==> config.mk <==
export PLATFORM = sky130hd
export DESIGN_NAME = icba_ctrl
export DESIGN_NICKNAME = d
export VERILOG_FILES = /design/src/sv/icba_pkg.sv /design/src/sv/icba_ctrl.sv
export SDC_FILE = /design/constraint.sdc
export NUM_CORES = 1
export LEC_CHECK = 0
export BUFFER_PORTS_ARGS = -buffer_cell sky130_fd_sc_hd__buf_4
export CAP_MARGIN = 15
export CORE_ASPECT_RATIO = 0.9
export CORE_MARGIN = 2
export CORE_UTILIZATION = 40
export CTS_BUF_LIST = sky130_fd_sc_hd__clkbuf_2
export DETAILED_ROUTE_END_ITERATION = 8
export GPL_TIMING_DRIVEN = 0
export PLACE_DENSITY = 0.66
export SYNTH_ARGS = -nofsm -noshare
export SYNTH_HDL_FRONTEND = slang
export SYNTH_SLANG_ARGS = --single-unit
==> constraint.sdc <==
create_clock -name i_clk -period 1.7 [get_ports i_clk]
set_input_delay 0.085 -clock i_clk [delete_from_list [all_inputs] [get_ports i_clk]]
set_output_delay 0.085 -clock i_clk [all_outputs]
set_load 0.05 [all_outputs]
==> src/sv/icba_pkg.sv <==
// Package for the image base chunk allocator.
// Holds shared constants, status codes and controller/datapath command types.
package icba_pkg;

    localparam int WW          = 32;
    localparam int WB          = 5;
    localparam int CHUNK_SHIFT = 16;
    localparam int NW          = 17;
    localparam int CFG_IW      = 2;

    localparam logic [1:0] ST_OK       = 2'd0;
    localparam logic [1:0] ST_NOT_ELIG = 2'd1;
    localparam logic [1:0] ST_NO_ROOM  = 2'd2;

    localparam logic [CFG_IW-1:0] REG_ENABLE   = 2'd0;
    localparam logic [CFG_IW-1:0] REG_BIAS     = 2'd1;
    localparam logic [CFG_IW-1:0] REG_HIGH_VA  = 2'd2;
    localparam logic [CFG_IW-1:0] REG_DLL_BASE = 2'd3;

    localparam logic [31:0] RST_HIGH_VA  = 32'h7800_0000;
    localparam logic [31:0] RST_DLL_BASE = 32'h1000_0000;

    localparam logic [15:0] SUB_GUI = 16'd2;
    localparam logic [15:0] SUB_CUI = 16'd3;

    typedef enum logic [1:0] {OP_SCAN, OP_FILL, OP_CLEAR} t_op;
    typedef enum logic [1:0] {H_BIAS, H_ZERO, H_END} t_hint;
    typedef enum logic {SL_FIRST, SL_AGAIN} t_slot;

    typedef struct packed {
        logic  load;
        logic  go;
        t_op   op;
        t_hint hint;
        t_slot slot;
        logic  fill_val;
        logic  base;
        logic  swap;
    } t_cmd;

    typedef struct packed {
        logic busy;
        logic done;
        logic found;
        logic elig;
        logic size_bad;
        logic hint_nz;
        logic base_eq;
    } t_sts;

endpackage

==> src/sv/icba_ctrl.sv <==
// Controller: sequences the reset clear, qualify, first-fit scans, fills and base compare.
// Depends on icba_pkg.
module icba_ctrl (
    input  logic           i_clk,
    input  logic           i_rst_n,
    input  logic           i_in_valid,
    output logic           o_in_ready,
    input  logic           i_out_free,
    output logic           o_emit,
    output logic [1:0]     o_status,
    input  icba_pkg::t_sts i_sts,
    output icba_pkg::t_cmd o_cmd
);
    import icba_pkg::*;

    typedef enum logic [3:0] {
        S_INIT, S_CLRW, S_IDLE, S_QUAL, S_SCAN1, S_SCAN1B, S_FILL1, S_CMP1,
        S_SCAN2, S_SCAN2B, S_FILL2, S_FILL3, S_SWAP, S_BASE2, S_EMIT
    } t_state;

    t_state     r_state, n_state;
    logic [1:0] r_status, n_status;

    always_comb begin
        n_state  = r_state;
        n_status = r_status;
        o_cmd    = '0;
        o_emit   = 1'b0;
        case (r_state)
            S_INIT: begin
                o_cmd.go = 1'b1;
                o_cmd.op = OP_CLEAR;
                n_state  = S_CLRW;
            end
            S_CLRW: begin
                if (i_sts.done) n_state = S_IDLE;
            end
            S_IDLE: begin
                if (i_in_valid) begin
                    o_cmd.load = 1'b1;
                    n_state    = S_QUAL;
                end
            end
            S_QUAL: begin
                if (!i_sts.elig) begin
                    n_status = ST_NOT_ELIG;
                    n_state  = S_EMIT;
                end else if (i_sts.size_bad) begin
                    n_status = ST_NO_ROOM;
                    n_state  = S_EMIT;
                end else begin
                    o_cmd.go   = 1'b1;
                    o_cmd.op   = OP_SCAN;
                    o_cmd.hint = H_BIAS;
                    o_cmd.slot = SL_FIRST;
                    n_state    = S_SCAN1;
                end
            end
            S_SCAN1, S_SCAN1B: begin
                if (i_sts.done) begin
                    if (i_sts.found) begin
                        o_cmd.go       = 1'b1;
                        o_cmd.op       = OP_FILL;
                        o_cmd.slot     = SL_FIRST;
                        o_cmd.fill_val = 1'b1;
                        n_state        = S_FILL1;
                    end else if (r_state == S_SCAN1 && i_sts.hint_nz) begin
                        o_cmd.go   = 1'b1;
                        o_cmd.op   = OP_SCAN;
                        o_cmd.hint = H_ZERO;
                        o_cmd.slot = SL_FIRST;
                        n_state    = S_SCAN1B;
                    end else begin
                        n_status = ST_NO_ROOM;
                        n_state  = S_EMIT;
                    end
                end
            end
            S_FILL1: begin
                if (i_sts.done) begin
                    o_cmd.base = 1'b1;
                    n_state    = S_CMP1;
                end
            end
            S_CMP1: begin
                if (i_sts.base_eq) begin
                    o_cmd.go   = 1'b1;
                    o_cmd.op   = OP_SCAN;
                    o_cmd.hint = H_END;
                    o_cmd.slot = SL_AGAIN;
                    n_state    = S_SCAN2;
                end else begin
                    n_status = ST_OK;
                    n_state  = S_EMIT;
                end
            end
            S_SCAN2, S_SCAN2B: begin
                if (i_sts.done) begin
                    if (i_sts.found) begin
                        o_cmd.go       = 1'b1;
                        o_cmd.op       = OP_FILL;
                        o_cmd.slot     = SL_AGAIN;
                        o_cmd.fill_val = 1'b1;
                        n_state        = S_FILL2;
                    end else if (r_state == S_SCAN2 && i_sts.hint_nz) begin
                        o_cmd.go   = 1'b1;
                        o_cmd.op   = OP_SCAN;
                        o_cmd.hint = H_ZERO;
                        o_cmd.slot = SL_AGAIN;
                        n_state    = S_SCAN2B;
                    end else begin
                        n_status = ST_OK;
                        n_state  = S_EMIT;
                    end
                end
            end
            S_FILL2: begin
                if (i_sts.done) begin
                    o_cmd.go   = 1'b1;
                    o_cmd.op   = OP_FILL;
                    o_cmd.slot = SL_FIRST;
                    n_state    = S_FILL3;
                end
            end
            S_FILL3: begin
                if (i_sts.done) n_state = S_SWAP;
            end
            S_SWAP: begin
                o_cmd.swap = 1'b1;
                n_state    = S_BASE2;
            end
            S_BASE2: begin
                o_cmd.base = 1'b1;
                n_status   = ST_OK;
                n_state    = S_EMIT;
            end
            S_EMIT: begin
                if (i_out_free) begin
                    o_emit  = 1'b1;
                    n_state = S_IDLE;
                end
            end
            default: n_state = S_INIT;
        endcase
    end

    always_ff @(posedge i_clk) begin
        if (!i_rst_n) begin
            r_state  <= S_INIT;
            r_status <= ST_OK;
        end else begin
            r_state  <= n_state;
            r_status <= n_status;
        end
    end

    assign o_in_ready = (r_state == S_IDLE);
    assign o_status   = r_status;

    a_emit_free: assert property (@(posedge i_clk) disable iff (!i_rst_n)
        o_emit |-> i_out_free)
        else $error("result emitted into a full output stage");

    a_no_go_busy: assert property (@(posedge i_clk) disable iff (!i_rst_n)
        o_cmd.go |-> !i_sts.busy)
        else $error("command issued while walker busy");

    a_accept_idle: assert property (@(posedge i_clk) disable iff (!i_rst_n)
        (o_in_ready && i_in_valid) |=> (r_state == S_QUAL))
        else $error("accepted transaction not qualified");

endmodule

Word level (Yosys, flattened, before mapping)
Index checks and enable logic that the tools add are counted.
W data, S select, Z words.
- mux-type cells: 52
- equal/unequal tests: 28
- reduce and logical (&&, ||, !) cells: 8
- operators with widths (cell ; number):
    $mux W4 ; 13
    $pmux W4 S13 ; 1
    $mux W6 ; 5
    $eq A4 B4 Y1 const B ; 7
    $ne A2 B2 Y1 const B ; 13
    $mux W2 ; 11
    $pmux W3 S6 ; 1
    $eq A4 B3 Y1 const B ; 4
    $mux W3 ; 5
    $mux W7 ; 2
    $pmux W2 S5 ; 1
    $mux W1 ; 9
    $reduce_and A9 Y1 ; 1
    $eq A4 B2 Y1 const B ; 2
    $pmux W2 S4 ; 1
    $reduce_and A8 Y1 ; 1
    $reduce_bool A5 Y1 ; 1
    $eq A4 B1 Y1 const B ; 1
    $logic_not A4 Y1 ; 1
    $pmux W1 S2 ; 2
    $pmux W1 S4 ; 1
    $reduce_or A2 Y1 ; 2
    $ne A3 B3 Y1 const B ; 1
    $logic_and A1 B1 Y1 ; 2
- output and inout bits: 14
- logic and storage cells: 90
- input port bits: 11
- bits in registers: 6

Depth between registers and ports, before layout
- word-level depth: 6
- gate-level depth with buffers: 6
- mapped depth without buffers: 4

Least setup slack after synthesis
Ideal clock, no wire load.
- path kind: reg-to-output
- from: register r_state[2]
- to: output o_cmd[8] in the netlist's numbering
- path buffers: 2
- arrival: 2831 ps
- cell stages (with the launch flop): 7
- setup slack: -1216 ps
- required time: 1615 ps
- cells stage by stage: dfxtp_1 buf_6 buf_2 nand2_1 nor3_1 a41o_1 a221o_1
- RTL lines (item ; RTL line ; text):
    start: declaration ; icba_ctrl.sv:21 ; t_state r_state, n_state;
    start signal: assignment ; icba_ctrl.sv:152 ; r_state <= n_state;
    end: declaration ; icba_ctrl.sv:12 ; output icba_pkg::t_cmd o_cmd

==> results by group <==
Drt
  • WL/cell: between 15 and 20 um
  • Final WL: 2530 um
  • WL met2: roughly 1200 um
  • Final ANT Viol Nets: 0
  • Drt drc: 0
  • DR WL met3: approximately 210 um
  • DRT Pass-1 Iters: 4
  • WL met1: ~1100 um
  • Post-DR vias/cell: between 5 and 6
  • DR top layer: met4
  • Vias: about 950
  • DRT iter0 DRCs: 43

Final layout
  • Share of post-route cells with drive strength above 1: around 48%
  • Nets: 148
  • Filler cells: roughly 170
  • Antenna diode count: 0
  • Utilization after layout: between 60% and 70%
  • P&R area growth vs syn: 56.2%

STA
  • Worst Setup Slack, final: -0.00449 ns
  • Fin crit share: 100%
  • Max Clock Freq: between 500 and 600 MHz
  • Setup violations, final: 1
  • Post-layout min period: approximately 1.7 ns
  • Slew Viols, Final: 0
  • Worst Skew: 0.0146 ns
  • Setup_tns: -0.00449 ns
  • Hold_ws: roughly 0.16 ns
  • Rel. slew slack: between 60% and 70%
  • RSZ-0062 raised after global routing: yes
  • Slew @ Worst Pin: about 0.54 ns
  • Final hold viol count: 0

Clock tree
  • CTS tree: built
  • CTS root buffer: clkbuf_2
  • CTS Hold Buffers Added: 0
  • CTS clk-pin slew, worst paths: about 0.05 ns
  • CTS Buffer Depth: 2
  • Clock sinks: 6
  • H-Tree Level Count: 1
  • CTS Buf Count: 3
  • Clock Latency Late Sink: between 0.2 and 0.25 ns

Outcome
  • Status: finished, violations left
  • Failing checks: negative setup slack

Worst setup path
  • WS Path Type: reg2out
  • Crit-path slowest cell: dfxtp_2
  • Slowest stage delay, CP: ~0.34 ns
  • CP Cell Sequence: buf_6 > nand2b_1 > nor3_4 > a21o_1 > a221o_2 > buf_8
  • Setup crit end kind: primary output
  • WP data required: 1.62 ns
  • Reg-to-reg slack, setup: around 0.02 ns
  • Critical Path Fanout Max: 8
  • Startpoint types: flip-flop
  • Arrival time worst endpoint: 1.62 ns

Floorplan
  • Core region area: roughly 0.0017 mm2
  • Die width: approximately 49 um
  • I/O pin cnt: 25
  • DIE AREA: about 0.0022 mm2
  • Die Ht: 44.9 um
  • Initial Utilization: 43.2%
  • # rows: 14

Min path
  • Hold WC Path Type: in2reg

Synth
  • #FFs+latches synth: 6
  • Cell Area, Synth: 742 um2
  • EDFF count, synth: 0
  • Synth top area share: between 10% and 20%
  • Top cells by area, synth: dfxtp_1, a21oi_1, nand2b_1
  • Most used DFF post-synth: dfxtp_1
  • Mapped Cells: 103
  • Sequential element share of the synthesized area: 16.2%
  • Area leader, netlist: dfxtp_1
  • Post-Syn Area per Cell: slightly above 7 um2
  • Warnings from Yosys: 0
  • Post-Syn Nets: approximately 110
  • Distinct cell type count after synthesis: 46
  • Synth async-reset ratio: 0%

GRT
  • Tot GR Track Use: about a quarter
  • Total grt overflow: 0
  • Antenna violations before repair: 0
  • Number of global-route vias before repair: 879
  • First-pass GRT wire length: about 4000 um
  • Largest net degree at the start of global routing: 11

Placed design
  • Placement Setup Slack: -0.0623 ns
  • Port bufs: 22
  • Placer Congestion: 0.880
  • Dpl hpwl: approximately 1800 um

Power
  • PwrDens: slightly above 2000 mW/mm2
  • Leak: between 0.0005 and 0.0006 uW
  • Max VDD drop: approximately 1300 uV

Job
  • Max-cap violation count: 0
cell usage after synthesis, drive strengths merged (2+ instances only):
library cell  number
o21a               2
and3               4
or3                2
a221o              2
a21o               2
dfxtp              6
nand2              4
or3b               2
inv                8
nand2b             6
nor2b              2
nor3               6
nor2               8
clkbuf             4
a21oi              8
a211oi             3
buf                6
o41ai              4
per-layer routing:
layer,track usage (%),up-vias
met1,29.3,432
met5,0,-
li1,-,452
met4,8.89,0
met3,3.97,3
met2,42.4,61
power by group:
group	leakage [uW]	switching, uW	internal (uW)	total, uW
combinational	0.000457	1200	827	2030
sequential	0.0000506	34.7	211	246
clock	0.0000125	48.1	47.9	96.0
cells in the final DEF, fill, tap and decap left out, drive strengths merged, types with 2 or more instances in the layout:
cell type / n
clkbuf: 7
nand2b: 6
o21a: 2
a221o: 2
nand2: 4
buf: 35
nor2: 8
or3: 2
a21oi: 8
dfxtp: 6
inv: 7
a21o: 2
nor2b: 2
a211oi: 3
nor3: 6
and3: 4
or3b: 2
o41ai: 4
critical path, delay by kind of cell (launching register included):
kind            cells  cell delay, ns
compound gates      2            0.50
buf+inv             2            0.28
simple gates        2            0.28
flops               1            0.34
flip-flops by register name (all words and copies together) (netlist names):
register,cells
r_state,4
o_status,2
final cells by class:
| cell class | count | area (um2) | share of cell area, % |
|---|---|---|---|
| flip-flops and latches | 6 | 124 | 10.7 |
| inverters | 8 | 33.8 | 2.92 |
| clock buffers | 3 | 15.0 | 1.30 |
| well taps | 24 | 30.0 | 2.59 |
| repair buffers | 29 | 225 | 19.4 |
| plain buffers | 10 | 93.8 | 8.10 |
| multi-input cells | 79 | 637 | 55.0 |
logic make-up after synthesis:
family / Yosys count / synth area share (%)
xor gates and xnor gates: 1 / 1.18
buffers and inverters: 18 / 12.1
and+or+nand+nor: 43 / 33.4
DFF: 6 / 16.2
muxes: 1 / 1.35
adders and majority gates: 1 / 1.52
AOI/OAI and AO/OA: 33 / 34.2
per-stage QoR:
step	instances	area, um2	total power [uW]
2_1_floorplan	103	792	1550
3_3_place_gp	149	987	1920
3_5_place_dp	149	987	1920
4_1_cts	158	1120	2270
5_1_grt	159	1160	2510
6_report	159	1160	2370
worst paths after layout:
| path | startpoint | end | cells past startpoint |
|---|---|---|---|
| setup / recovery | r_state[2]$_SDFFE_PN0P_ | o_cmd[8] | 6 |
| setup reg to reg | r_state[3]$_SDFFE_PN0P_ | r_state[2]$_SDFFE_PN0P_ | 6 |
| hold reg to reg | o_status[0]$_SDFFE_PN0P_ | o_status[0]$_SDFFE_PN0P_ | 2 |
| hold / removal | i_rst_n | r_state[2]$_SDFFE_PN0P_ | 2 |
timing repair:
item | CTS | global route
gates resized for setup | 24 | 5
pin swaps | 1 | 2
endpoints found under the setup margin | 6 | 6
hold endpoints to repair | 0 | 0
buffers inserted | 6 | 1
Note: power is estimated with default switching activity, not from simulation.
